## src/sv/cxdc_pkg.sv

```systemverilog
// ----------------------------------------------------------------------------
// Chained XOR datagram cipher: shared types and constants
// Controller state, command and status groups, and the byte masks of the
// header rewrite.
// ----------------------------------------------------------------------------
package cxdc_pkg;

	typedef enum logic [1:0] {
		ST_ACCEPT,
		ST_FLUSH_RD,
		ST_FLUSH_WR
	} ctrl_state_t;

	localparam logic [7:0] FIRST_KEY_SET = 8'h01;
	localparam logic [7:0] LOW_BITS_MASK = 8'h07;
	localparam logic [7:0] ENC_TAG_SET   = 8'h08;
	localparam logic [7:0] CLEARED_BYTE  = 8'h00;
	localparam logic [4:0] DEC_TAG       = 5'h01;

	localparam logic OP_ENCRYPT   = 1'b0;
	localparam logic STATUS_OK    = 1'b0;
	localparam logic STATUS_SHORT = 1'b1;

	typedef struct packed {
		logic first_beat;
		logic hdr_wr;
		logic hdr1_cap;
		logic chain_init;
		logic emit_stream;
		logic stream_last;
		logic emit_flush;
		logic flush_final;
		logic flush_short;
		logic pos_is1;
		logic pos_is_key;
	} dp_cmd_t;

	typedef struct packed {
		logic out_free;
	} dp_stat_t;

endpackage

```

## src/sv/cxdc_ram.sv

```systemverilog
// ----------------------------------------------------------------------------
// Generic single-port-write RAM
// One write port and one read port; the read data is registered.
// ----------------------------------------------------------------------------
module cxdc_ram #(
	parameter int WIDTH = 8,
	parameter int DEPTH = 14
) (
	input  logic                     clk,
	input  logic                     we,
	input  logic [$clog2(DEPTH)-1:0] waddr,
	input  logic [WIDTH-1:0]         wdata,
	input  logic [$clog2(DEPTH)-1:0] raddr,
	output logic [WIDTH-1:0]         rdata
);

	logic [WIDTH-1:0] mem_q [DEPTH];

	always_ff @(posedge clk) begin
		if (we) begin
			mem_q[waddr] <= wdata;
		end
		rdata <= mem_q[raddr];
	end

endmodule

```

## src/sv/cxdc_datapath.sv

```systemverilog
// ----------------------------------------------------------------------------
// Chained XOR datagram cipher: datapath
// Header store, message latches, running chain key and the output register.
// ----------------------------------------------------------------------------
module cxdc_datapath #(
	parameter int KEY_POSITION = 13
) (
	input  logic                                clk,
	input  logic                                arst_n,
	input  cxdc_pkg::dp_cmd_t                   cmd,
	output cxdc_pkg::dp_stat_t                  stat,
	input  logic [$clog2(KEY_POSITION+1)-1:0]   wr_addr,
	input  logic [$clog2(KEY_POSITION+1)-1:0]   rd_addr,
	input  logic                                op,
	input  logic [7:0]                          data_byte,
	input  logic [7:0]                          fresh_key,
	output logic                                out_valid,
	input  logic                                out_ready,
	output logic [7:0]                          out_byte,
	output logic                                out_last,
	output logic                                status
);
	import cxdc_pkg::*;

	localparam int HDR_LEN = KEY_POSITION + 1;

	logic [7:0] hdr_rd;
	logic       mode_q;
	logic [7:0] key_q;
	logic [4:0] hdr1_tag_q;
	logic       bypass_q;
	logic [7:0] chain_q;
	logic       out_valid_q;
	logic [7:0] out_byte_q;
	logic       out_last_q;
	logic       status_q;
	logic [7:0] stream_res;
	logic [7:0] flush_res;
	logic       flush_chains;

	cxdc_ram #(
		.WIDTH(8),
		.DEPTH(HDR_LEN)
	) u_hdr_ram (
		.clk  (clk),
		.we   (cmd.hdr_wr),
		.waddr(wr_addr),
		.wdata(data_byte),
		.raddr(rd_addr),
		.rdata(hdr_rd)
	);

	always_comb begin
		stream_res = bypass_q ? data_byte : (data_byte ^ chain_q);
	end

	always_comb begin
		flush_chains = 1'b0;
		priority if (cmd.flush_short || bypass_q) begin
			flush_res = hdr_rd;
		end else if (cmd.pos_is1) begin
			flush_res = (mode_q == OP_ENCRYPT) ? (hdr_rd | ENC_TAG_SET)
			                                   : (hdr_rd & LOW_BITS_MASK);
		end else if (cmd.pos_is_key) begin
			flush_res = (mode_q == OP_ENCRYPT) ? key_q : CLEARED_BYTE;
		end else begin
			flush_res    = hdr_rd ^ chain_q;
			flush_chains = 1'b1;
		end
	end

	always_ff @(posedge clk or negedge arst_n) begin
		if (!arst_n) begin
			mode_q     <= OP_ENCRYPT;
			key_q      <= '0;
			hdr1_tag_q <= '0;
			bypass_q   <= 1'b0;
			chain_q    <= '0;
		end else begin
			if (cmd.first_beat) begin
				mode_q   <= op;
				key_q    <= fresh_key;
				bypass_q <= 1'b0;
			end
			if (cmd.hdr1_cap) begin
				hdr1_tag_q <= data_byte[7:3];
			end
			if (cmd.chain_init) begin
				bypass_q <= (mode_q != OP_ENCRYPT) && (hdr1_tag_q != DEC_TAG);
				chain_q  <= (mode_q == OP_ENCRYPT) ? (key_q | FIRST_KEY_SET)
				                                   : (data_byte | FIRST_KEY_SET);
			end
			// Decryption chains on the ciphertext, encryption on its own output.
			if (cmd.emit_stream && !bypass_q) begin
				chain_q <= (mode_q == OP_ENCRYPT) ? stream_res : data_byte;
			end
			if (cmd.emit_flush && flush_chains) begin
				chain_q <= (mode_q == OP_ENCRYPT) ? flush_res : hdr_rd;
			end
		end
	end

	always_ff @(posedge clk or negedge arst_n) begin
		if (!arst_n) begin
			out_valid_q <= 1'b0;
		end else if (cmd.emit_stream || cmd.emit_flush) begin
			out_valid_q <= 1'b1;
		end else if (out_ready) begin
			out_valid_q <= 1'b0;
		end
	end

	always_ff @(posedge clk) begin
		if (cmd.emit_stream) begin
			out_byte_q <= stream_res;
			out_last_q <= cmd.stream_last;
			status_q   <= STATUS_OK;
		end else if (cmd.emit_flush) begin
			out_byte_q <= flush_res;
			out_last_q <= cmd.flush_final;
			status_q   <= cmd.flush_short ? STATUS_SHORT : STATUS_OK;
		end
	end

	assign stat.out_free = !out_valid_q || out_ready;
	assign out_valid     = out_valid_q;
	assign out_byte      = out_byte_q;
	assign out_last      = out_last_q;
	assign status        = status_q;

`ifndef SYNTHESIS
	a_emit_into_free: assert property (@(posedge clk) disable iff (!arst_n)
		(cmd.emit_stream || cmd.emit_flush) |-> (!out_valid_q || out_ready))
		else $error("result loaded while the output register still held a beat");
	a_single_emit: assert property (@(posedge clk) disable iff (!arst_n)
		!(cmd.emit_stream && cmd.emit_flush))
		else $error("stream and flush results loaded in the same cycle");
`endif

endmodule

```

## src/sv/cxdc_ctrl.sv

```systemverilog
// ----------------------------------------------------------------------------
// Chained XOR datagram cipher: controller
// Counts header beats, sequences the header flush and issues datapath commands.
// ----------------------------------------------------------------------------
module cxdc_ctrl #(
	parameter int KEY_POSITION = 13
) (
	input  logic                              clk,
	input  logic                              arst_n,
	input  logic                              in_valid,
	output logic                              in_ready,
	input  logic                              last,
	input  cxdc_pkg::dp_stat_t                stat,
	output cxdc_pkg::dp_cmd_t                 cmd,
	output logic [$clog2(KEY_POSITION+1)-1:0] wr_addr,
	output logic [$clog2(KEY_POSITION+1)-1:0] rd_addr
);
	import cxdc_pkg::*;

	localparam int HDR_LEN = KEY_POSITION + 1;
	localparam int AW      = $clog2(HDR_LEN);
	localparam int CW      = $clog2(HDR_LEN + 1);

	ctrl_state_t   state_q;
	ctrl_state_t   state_d;
	logic [CW-1:0] count_q;
	logic [AW-1:0] idx_q;
	logic [AW-1:0] len_m1_q;
	logic          short_q;
	logic          msg_last_q;
	logic          take;
	logic          in_hdr;
	logic          hdr_full;
	logic          flush_end;

	assign in_hdr    = count_q < CW'(HDR_LEN);
	assign hdr_full  = count_q == CW'(HDR_LEN - 1);
	assign flush_end = idx_q == len_m1_q;
	assign take      = in_valid && in_ready;

	always_comb begin
		state_d = state_q;
		unique case (state_q)
			ST_ACCEPT: begin
				if (take && in_hdr && (hdr_full || last)) begin
					state_d = ST_FLUSH_RD;
				end
			end
			ST_FLUSH_RD: begin
				state_d = ST_FLUSH_WR;
			end
			ST_FLUSH_WR: begin
				if (stat.out_free) begin
					state_d = flush_end ? ST_ACCEPT : ST_FLUSH_RD;
				end
			end
			default: begin
				state_d = ST_ACCEPT;
			end
		endcase
	end

	always_comb begin
		in_ready         = (state_q == ST_ACCEPT) && stat.out_free;
		cmd.first_beat   = take && (count_q == '0);
		cmd.hdr_wr       = take && in_hdr;
		cmd.hdr1_cap     = take && (count_q == CW'(1));
		cmd.chain_init   = take && hdr_full;
		cmd.emit_stream  = take && !in_hdr;
		cmd.stream_last  = last;
		cmd.emit_flush   = (state_q == ST_FLUSH_WR) && stat.out_free;
		cmd.flush_final  = msg_last_q && flush_end;
		cmd.flush_short  = short_q;
		cmd.pos_is1      = idx_q == AW'(1);
		cmd.pos_is_key   = idx_q == AW'(KEY_POSITION);
		wr_addr          = count_q[AW-1:0];
		rd_addr          = idx_q;
	end

	always_ff @(posedge clk or negedge arst_n) begin
		if (!arst_n) begin
			state_q    <= ST_ACCEPT;
			count_q    <= '0;
			idx_q      <= '0;
			len_m1_q   <= '0;
			short_q    <= 1'b0;
			msg_last_q <= 1'b0;
		end else begin
			state_q <= state_d;
			if (take) begin
				if (in_hdr) begin
					if (hdr_full) begin
						len_m1_q   <= AW'(HDR_LEN - 1);
						short_q    <= 1'b0;
						msg_last_q <= last;
						idx_q      <= '0;
					end else if (last) begin
						// A short message is returned as it was buffered.
						len_m1_q   <= count_q[AW-1:0];
						short_q    <= 1'b1;
						msg_last_q <= 1'b1;
						idx_q      <= '0;
					end
					count_q <= last ? '0 : count_q + CW'(1);
				end else if (last) begin
					count_q <= '0;
				end
			end
			if ((state_q == ST_FLUSH_WR) && stat.out_free && !flush_end) begin
				idx_q <= idx_q + AW'(1);
			end
		end
	end

`ifndef SYNTHESIS
	a_count_bound: assert property (@(posedge clk) disable iff (!arst_n)
		count_q <= CW'(HDR_LEN))
		else $error("byte count ran past the header length");
	a_idx_bound: assert property (@(posedge clk) disable iff (!arst_n)
		(state_q != ST_ACCEPT) |-> (idx_q <= len_m1_q))
		else $error("flush index ran past the buffered length");
	a_wr_after_rd: assert property (@(posedge clk) disable iff (!arst_n)
		(state_q == ST_FLUSH_WR) |->
			($past(state_q) == ST_FLUSH_RD || $past(state_q) == ST_FLUSH_WR))
		else $error("flush output step entered without a header read");
`endif

endmodule

```

## src/sv/chained_xor_datagram_cipher.sv

```systemverilog
// ----------------------------------------------------------------------------
// Chained XOR datagram cipher
// Encrypts or decrypts a datagram byte by byte with a ciphertext-chained key.
// ----------------------------------------------------------------------------
// Usage: bytes enter on the in_valid/in_ready channel with op, fresh_key and
// last; op and fresh_key count only on the first beat of a message. Results
// leave on the out_valid/out_ready channel with out_last and status.
// The first KEY_POSITION+1 bytes are held in a small RAM and produce no
// output until the byte at KEY_POSITION arrives (or last, for a short
// message). The header is then replayed from the RAM, each byte taking a
// registered RAM read step and then a step that loads the output register;
// input is held off during this replay. After the header each byte appears
// in the output register the cycle after it is accepted, so a long message
// streams at one byte per cycle while the receiver keeps taking beats.
// A short message comes back unchanged with status 1 on every beat.
// When the receiver stalls, the output register holds its beat and in_ready
// falls until it is taken. Reset (arst_n low) empties the output register
// and starts a new message; no RAM clearing is needed.
// ----------------------------------------------------------------------------
module chained_xor_datagram_cipher #(
	parameter int KEY_POSITION = 13
) (
	input  logic       clk,
	input  logic       arst_n,
	input  logic       in_valid,
	output logic       in_ready,
	input  logic       op,
	input  logic [7:0] data_byte,
	input  logic       last,
	input  logic [7:0] fresh_key,
	output logic       out_valid,
	input  logic       out_ready,
	output logic [7:0] out_byte,
	output logic       out_last,
	output logic       status
);
	import cxdc_pkg::*;

	localparam int AW = $clog2(KEY_POSITION + 1);

	dp_cmd_t       cmd;
	dp_stat_t      stat;
	logic [AW-1:0] wr_addr;
	logic [AW-1:0] rd_addr;

	cxdc_ctrl #(
		.KEY_POSITION(KEY_POSITION)
	) u_ctrl (
		.clk     (clk),
		.arst_n  (arst_n),
		.in_valid(in_valid),
		.in_ready(in_ready),
		.last    (last),
		.stat    (stat),
		.cmd     (cmd),
		.wr_addr (wr_addr),
		.rd_addr (rd_addr)
	);

	cxdc_datapath #(
		.KEY_POSITION(KEY_POSITION)
	) u_datapath (
		.clk      (clk),
		.arst_n   (arst_n),
		.cmd      (cmd),
		.stat     (stat),
		.wr_addr  (wr_addr),
		.rd_addr  (rd_addr),
		.op       (op),
		.data_byte(data_byte),
		.fresh_key(fresh_key),
		.out_valid(out_valid),
		.out_ready(out_ready),
		.out_byte (out_byte),
		.out_last (out_last),
		.status   (status)
	);

endmodule
```

## config.mk

```make
export PLATFORM = sky130hd
export DESIGN_NAME = chained_xor_datagram_cipher
export DESIGN_NICKNAME = d
export VERILOG_FILES = /design/src/sv/cxdc_pkg.sv /design/src/sv/cxdc_ram.sv /design/src/sv/cxdc_datapath.sv /design/src/sv/cxdc_ctrl.sv /design/src/sv/chained_xor_datagram_cipher.sv
export SDC_FILE = /design/constraint.sdc
export NUM_CORES = 1
export LEC_CHECK = 0
export BUFFER_PORTS_ARGS = -buffer_cell sky130_fd_sc_hd__clkbuf_2
export CAP_MARGIN = 25
export CORE_MARGIN = 2
export CORE_UTILIZATION = 60
export DETAILED_ROUTE_END_ITERATION = 10
export GPL_TIMING_DRIVEN = 1
export PLACE_DENSITY_LB_ADDON = 0.12
export SYNTH_ARGS = -nofsm -noshare
export SYNTH_HDL_FRONTEND = slang
export SYNTH_HIERARCHICAL = 1
export SYNTH_SLANG_ARGS = --single-unit
```

## constraint.sdc

```tcl
create_clock -name clk -period 3.6 [get_ports clk]
set_clock_uncertainty 0.2 [all_clocks]
set_input_delay 0.18 -clock clk [delete_from_list [all_inputs] [get_ports clk]]
set_output_delay 0.18 -clock clk [all_outputs]
set_load 0.1 [all_outputs]
```

==> results of run 1 <==
==> worst paths after layout <==
kind,from,to,cells after the start
hold reg to reg,u_datapath/hdr1_tag_q[2]$_DFFE_PN0P_,u_datapath/hdr1_tag_q[2]$_DFFE_PN0P_,1
min in group clk,data_byte[3],u_datapath/u_hdr_ram/mem_q[3][3]$_DFFE_PP_,1
setup / recovery,u_datapath/out_valid$_DFFE_PN0P_,u_datapath/u_hdr_ram/mem_q[3][5]$_DFFE_PP_,6
setup reg to reg,u_datapath/out_valid$_DFFE_PN0P_,u_datapath/u_hdr_ram/mem_q[3][5]$_DFFE_PP_,6
hold / removal,arst_n,u_datapath/key_q[6]$_DFFE_PN0P_,2
max in group asynchronous,arst_n,u_datapath/out_valid$_DFFE_PN0P_,3
==> registers in the layout (all words and copies together) (netlist names), 2 cells and up <==
name / count
u_datapath/hdr1_tag_q: 5
u_ctrl/len_m1_q: 4
u_ctrl/state_q: 2
u_ctrl/wr_addr: 4
u_datapath/chain_q: 8
u_datapath/key_q: 8
u_ctrl/rd_addr: 4
u_datapath/out_byte: 8
u_datapath/u_hdr_ram/rdata: 8
u_datapath/u_hdr_ram/mem_q: 112
==> cell usage after synthesis (3+ instances only) <==
library cell,number
a21oi_1,34
a221oi_1,4
a22o_1,4
a32o_1,3
a32oi_1,4
buf_2,9
buf_4,3
buf_6,5
clkbuf_1,12
dfrtp_1,40
dfxtp_1,9
edfxtp_1,121
ha_1,5
inv_1,13
mux2_2,28
mux2i_1,10
mux4_1,23
nand2_1,20
nand2b_1,16
nand3_1,13
nand3b_1,3
nor2_1,23
nor2b_1,5
nor3_1,7
nor3b_1,6
o21ai_0,14
o21ai_1,3
o221ai_1,5
o22ai_1,10
o31ai_1,3
o32ai_1,3
or2_2,3
or3_1,4
xnor2_1,9
xor2_1,7
==> per-stage QoR <==
step	hold slack (ps)	util [%]	setup slack, ps	power (mW)
CTS	18.1	69.6	760	6.67
global route	82.5	69.6	604	6.97
finish	33.9	69.6	750	6.68
detailed placement	-66.4	64.0	760	4.89
global placement	-70.0	64.0	871	4.83
floorplan	-316	-	115	4.39
==> layer usage <==
layer | up-vias | routed length [µm] | GRT usage (%)
li1 | 2171 | - | -
met1 | 2477 | 7650 | 36.9
met2 | 203 | 7950 | 39.0
met3 | 33 | 918 | 4.99
met4 | 0 | 374 | 10.3
met5 | - | 0 | 0
==> cells by family (layout without fill, tap and decap cells) <==
group / Yosys count / in the layout / share of synthesized area (%)
AO/OA/AOI/OAI: 106 / 106 / 9.37
buffers and inverters: 44 / 107 / 3.04
AND/OR/NAND/NOR: 120 / 120 / 8.85
multiplexers: 64 / 64 / 13.7
adder cells (fa/ha/maj): 5 / 5 / 0.808
flip-flops: 170 / 170 / 62.2
XOR/XNOR: 17 / 17 / 2.02
==> power groups by stage <==
stage                     Combinational (mW)  Clock [mW]  Sequential, mW
after floorplan                         1.44           0            2.94
after global placement                  2.00           0            2.83
after detailed placement                2.04           0            2.85
after CTS                               2.07        1.80            2.81
after global routing                    2.23        1.88            2.86
final                                   2.08        1.79            2.82
==> layout by cell type (no fill, tap or decap), types with 7 or more instances in the layout <==
master	instances
mux2i_1	10
nand2b_1	16
nand2_1	20
a21oi_1	34
nor2_1	23
mux2_2	28
mux4_1	23
xnor2_1	9
buf_4	16
inv_1	13
edfxtp_1	121
clkbuf_16	17
xor2_1	7
nor3_1	7
o22ai_1	10
clkbuf_2	33
dfxtp_1	9
o21ai_0	14
nand3_1	13
dfrtp_1	39
dlygate4sd3_1	12
==> repair_timing <==
item,CTS,global route
endpoints found under the setup margin,0,0
hold endpoints to repair,53,0
setup buffers,0,0
hold buffers,12,0
==> final cells by class <==
class,instances,area [µm²],share of cell area [%]
Sequential cell,170,4820,54.9
Multi-Input combinational cell,312,2710,30.9
Clock buffer,20,437,4.97
Timing Repair Buffer,61,405,4.62
Tap cell,172,215,2.45
Clock inverter,12,140,1.60
Inverter,14,52.6,0.599
==> impl_metrics.env, run 1 <==
export IMPL_status="complete, no violations"
export IMPL_clkPwrFrac_pct=26.7
export IMPL_clock_root_buffer="clkbuf_16"
export IMPL_synth_cells=526
export IMPL_io_buffer_count=33
export IMPL_fillCellCount=861
export IMPL_vias_per_cell=6.42
export IMPL_finalWirelength_mm=16.9
export IMPL_wl_per_cell_um=22.2
export IMPL_ant_nets=0
export IMPL_drive_gt1_share_pct=21.4
export IMPL_grt_pass1_wl_mm=26.8
export IMPL_die_area_um2=13800
export IMPL_cpMaxStageDelayCell="nor2_1"
export IMPL_synth_top_area_cell="edfxtp_1"
export IMPL_die_x_um=118
export IMPL_num_vias=4884
export IMPL_postSynthAreaPerCell_um2=14.7
export IMPL_syn_area_um2=7740
export IMPL_diodes=0
export IMPL_drc=0
export IMPL_path_cells="nand2b_1, and4bb_1, nand2_1, inv_1, or3b_2, nor2_1"
export IMPL_gr_usage_all_layers_pct=25.6
export IMPL_die_h_um=118
export IMPL_ys_warn_count=6
export IMPL_final_area_um2=8780
export IMPL_ir_drop_mv=0.536
export IMPL_numCtsBuffers=17
export IMPL_cp_top_family="simple AND/OR/NAND/NOR gates"
export IMPL_tightest_slew_ps=854
export IMPL_period_needed_ps=2850
export IMPL_worstSkewPairLatency_ps=430
export IMPL_p_int_mw=4.37
export IMPL_relSlewSlack_pct=42.9
export IMPL_power_leakage_nw=3.16
export IMPL_p_switching_mw=2.31
export IMPL_syn_num_nets=553
export IMPL_clock_fmax_mhz=351
export IMPL_min_path_type="primary input to async pin"
export IMPL_area_growth_pct=13.3
export IMPL_hold_violations=0
export IMPL_cts_tree="done"
export IMPL_p_seq_share_pct=42.2
export IMPL_post_cts_resized=0
export IMPL_crit_path_start_kind="flop"
export IMPL_cts_max_level=4
export IMPL_switching_share_pct=34.6
export IMPL_synth_edf_count=121
export IMPL_end_kind="flop"
export IMPL_clock_sinks=170
export IMPL_overflow=0
export IMPL_dpl_hpwl_mm=10.9
export IMPL_first_iter_violations=472
export IMPL_placed_cell_area_um2=8080
export IMPL_max_stage_delay_ps=530
export IMPL_critical_path_class="flop to flop"
export IMPL_dp_cells=717
export IMPL_synth_distinct_cells=73
export IMPL_ys_seq_area_share_pct=62.2
export IMPL_final_nets=603
export IMPL_crit_buf_inv=1
export IMPL_critPathMaxFanout=9
export IMPL_grt_start_max_net_pins=38
export IMPL_arrival_ps=2710
export IMPL_yosys_most_used_dff="edfxtp_1"
export IMPL_first_pass_iters=7
export IMPL_synthArstFlopShare_pct=23.5
export IMPL_rows=41
export IMPL_initial_core_util_pct=61.4
export IMPL_rrSetupSlack_ps=750
export IMPL_yosys_top_cells_area="edfxtp_1 47%, dfrtp_1 13%, mux4_1 7.8%"
export IMPL_io_pins=34
export IMPL_instances_no_fill=761
export IMPL_clkSlewWorstSetupHoldPaths_ps=60
export IMPL_clk_path_buf_depth=2
export IMPL_rsz0062_at_grt="false"
export IMPL_grt_antenna_before_repair=0
export IMPL_p_per_area_nw_per_um2=761
export IMPL_p_comb_share_pct=31.1
export IMPL_min_period_over_period_pct=79.2
export IMPL_grt_pass1_vias=4804
export IMPL_setup_violations=0
export IMPL_tns_ps=0
export IMPL_required_ps=3460
export IMPL_yosys_area_top_type_share_pct=46.9
export IMPL_final_max_slew_viol_count=0
export IMPL_core_area_um2=12600
export IMPL_max_cap_violations=0
export IMPL_ys_ff_latch=170
export IMPL_finalWeightedCongestion=0.891
No activity file was read; power rests on OpenSTA's default activity.
==> run 2, diff against run 1 <==
--- a/config.mk
+++ b/config.mk
@@ -5,6 +5,7 @@
 export SDC_FILE = /design/constraint.sdc
 export NUM_CORES = 1
 export LEC_CHECK = 0
+export ABC_AREA = 1
 export BUFFER_PORTS_ARGS = -buffer_cell sky130_fd_sc_hd__clkbuf_2
 export CAP_MARGIN = 25
 export CORE_MARGIN = 2
==> constraint.sdc (replaced) <==
create_clock -name clk -period 2.7 [get_ports clk]
set_clock_uncertainty 0.2 [all_clocks]
set_input_delay 0.135 -clock clk [delete_from_list [all_inputs] [get_ports clk]]
set_output_delay 0.135 -clock clk [all_outputs]
set_load 0.1 [all_outputs]
==> impl_metrics.env, run 2 <==
export IMPL_status="complete, no violations"
export IMPL_synth_top_area_cell="edfxtp_1"
export IMPL_ys_seq_area_share_pct=58.9
export IMPL_synthArstFlopShare_pct=23.5
export IMPL_numCtsBuffers=17
export IMPL_ys_ff_latch=170
export IMPL_syn_area_um2=8180
export IMPL_die_h_um=121
export IMPL_yosys_area_top_type_share_pct=44.4
export IMPL_p_per_area_nw_per_um2=1080
export IMPL_num_vias=6365
export IMPL_period_needed_ps=2330
export IMPL_gr_usage_all_layers_pct=27.9
export IMPL_worst_r2r_endpoint="u_datapath/chain_q[1]$_DFFE_PN0P_"
export IMPL_critical_path_class="flop to flop"
export IMPL_grt_pass1_wl_mm=30.9
export IMPL_clock_fmax_mhz=429
export IMPL_clkSlewWorstSetupHoldPaths_ps=70
export IMPL_grt_start_max_net_pins=54
export IMPL_worstSkewPairLatency_ps=430
export IMPL_ys_warn_count=6
export IMPL_dpl_hpwl_mm=12.6
export IMPL_setup_violations=0
export IMPL_cts_tree="done"
export IMPL_ir_drop_mv=0.775
export IMPL_overflow=0
export IMPL_hold_violations=0
export IMPL_rr_worst_depth=13
export IMPL_post_cts_setup_buffers=0
export IMPL_rows=42
export IMPL_yosys_most_used_dff="edfxtp_1"
export IMPL_end_kind="flop"
export IMPL_cts_max_level=4
export IMPL_tns_ps=0
export IMPL_finalWirelength_mm=19.3
export IMPL_tightest_slew_ps=737
export IMPL_area_growth_pct=12.3
export IMPL_finalWeightedCongestion=0.940
export IMPL_postSynthAreaPerCell_um2=9.12
export IMPL_io_buffer_count=33
export IMPL_clock_root_buffer="clkbuf_16"
export IMPL_synth_top_cells_by_count="312 x nand2_1, 121 x edfxtp_1, 98 x nand3_1"
export IMPL_r2r_start="u_ctrl/state_q[0]$_DFFE_PN0P_"
export IMPL_io_pins=34
export IMPL_synth_cells=896
export IMPL_core_area_um2=13300
export IMPL_required_ps=2810
export IMPL_clock_sinks=170
export IMPL_final_cell_mix="312 x nand2_1, 121 x edfxtp_1, 98 x nand3_1"
export IMPL_drc=0
export IMPL_finalPower_mw=9.90
export IMPL_yosys_top_cells_area="edfxtp_1 44%, nand2_1 14%, dfrtp_1 12%"
export IMPL_die_area_um2=14600
export IMPL_power_leakage_nw=4.10
export IMPL_syn_num_nets=923
export IMPL_synth_distinct_cells=36
export IMPL_min_period_over_period_pct=86.3
export IMPL_synth_edf_count=121
export IMPL_ant_nets=0
export IMPL_synth_most_common_cell="nand2_1"
export IMPL_initial_core_util_pct=61.5
export IMPL_final_nets=972
export IMPL_grt_pass1_vias=6087
export IMPL_wl_per_cell_um=17.1
export IMPL_top_register="u_datapath/u_hdr_ram/mem_q"
export IMPL_critPathMaxFanout=19
export IMPL_die_x_um=121
export IMPL_rsz0062_at_grt="false"
export IMPL_first_pass_iters=5
export IMPL_arrival_ps=2440
export IMPL_drive_gt1_share_pct=12.0
export IMPL_vias_per_cell=5.61
export IMPL_finish_utilization_pct=69.0
export IMPL_grt_antenna_before_repair=0
export IMPL_largest_reg_flops=112
export IMPL_min_path_type="primary input to async pin"
export IMPL_final_max_slew_viol_count=0
export IMPL_diodes=0
export IMPL_max_cap_violations=0
export IMPL_first_iter_violations=657
export IMPL_relSlewSlack_pct=50.8
export IMPL_crit_path_start_kind="flop"
export IMPL_layout_commonest_cell="nand2_1"
export IMPL_clk_path_buf_depth=2
export IMPL_rrSetupSlack_ps=370
run 2: worst max path at each step:
stage                                           from                                    endpoint  slack, ps  cells after the start
floorplan           u_datapath/out_valid$_DFFE_PN0P_           u_datapath/chain_q[1]$_DFFE_PN0P_        130                     12
global placement       u_ctrl/wr_addr[1]$_DFFE_PN0P_  u_datapath/u_hdr_ram/mem_q[2][3]$_DFFE_PP_        390                      5
detailed placement     u_ctrl/wr_addr[1]$_DFFE_PN0P_  u_datapath/u_hdr_ram/mem_q[2][4]$_DFFE_PP_        360                      5
CTS                    u_ctrl/wr_addr[1]$_DFFE_PN0P_  u_datapath/u_hdr_ram/mem_q[2][7]$_DFFE_PP_        350                      5
global route        u_datapath/out_valid$_DFFE_PN0P_           u_datapath/chain_q[1]$_DFFE_PN0P_        220                     13
finish                 u_ctrl/state_q[0]$_DFFE_PN0P_           u_datapath/chain_q[1]$_DFFE_PN0P_        370                     13
run 2: routing by layer:
layer / vias to the layer above / track usage (%) / wire, µm
met4: 0 / 10.9 / 393
met3: 34 / 4.81 / 1220
li1: 3005 / - / -
met2: 253 / 45.8 / 9500
met1: 3073 / 37.3 / 8240
met5: - / 0 / 0
run 2: layout make-up:
| type | instances | area (µm²) |
|---|---|---|
| Multi-Input combinational cell | 586 | 2700 |
| Tap cell | 176 | 220 |
| Sequential cell | 170 | 4810 |
| Clock buffer | 18 | 429 |
| Fill cell | 1011 | 4120 |
| Inverter | 104 | 398 |
| Clock inverter | 14 | 146 |
| Timing Repair Buffer | 66 | 470 |
run 2: kinds of logic after synthesis:
group / Yosys count / share of synthesized area (%)
buf+inv: 140 / 8.13
xor+xnor: 4 / 0.429
simple gates: 493 / 25.9
flops: 170 / 58.9
fa+ha+maj: 5 / 0.765
mux: 5 / 0.689
compound gates: 79 / 5.20
run 2: timing repair:
item                      CTS  global route
resized for setup           0             0
hold buffers               15             0
hold endpoints to repair   73             0
run 2: report_power, final:
part           internal (mW)  switching (mW)
logic                   1.04            2.78
registers               3.34           0.375
clock network           1.36            1.00
run 2: critical path: stages, from the launching register on:
cell and delay, ps:
dfrtp_1 420, nor2_4 150, nand3_4 130, nor3_1 180
buf_4 170, inv_2 130, nor2_1 170, nand2_1 210
nand2_1 130, nand2_1 50, nor2_1 100, nor2_1 50
nand2_1 70, nand2_1 50
run 2: through the flow:
stage	instance area, µm²	setup WS (ps)	hold WS, ps	instances
after floorplan	8180	134	-361	896
after global placement	8420	386	146	1086
after detailed placement	8420	359	150	1086
after CTS	9150	355	25.6	1133
after global routing	9180	215	38.8	1134
final	9180	370	10.2	1134
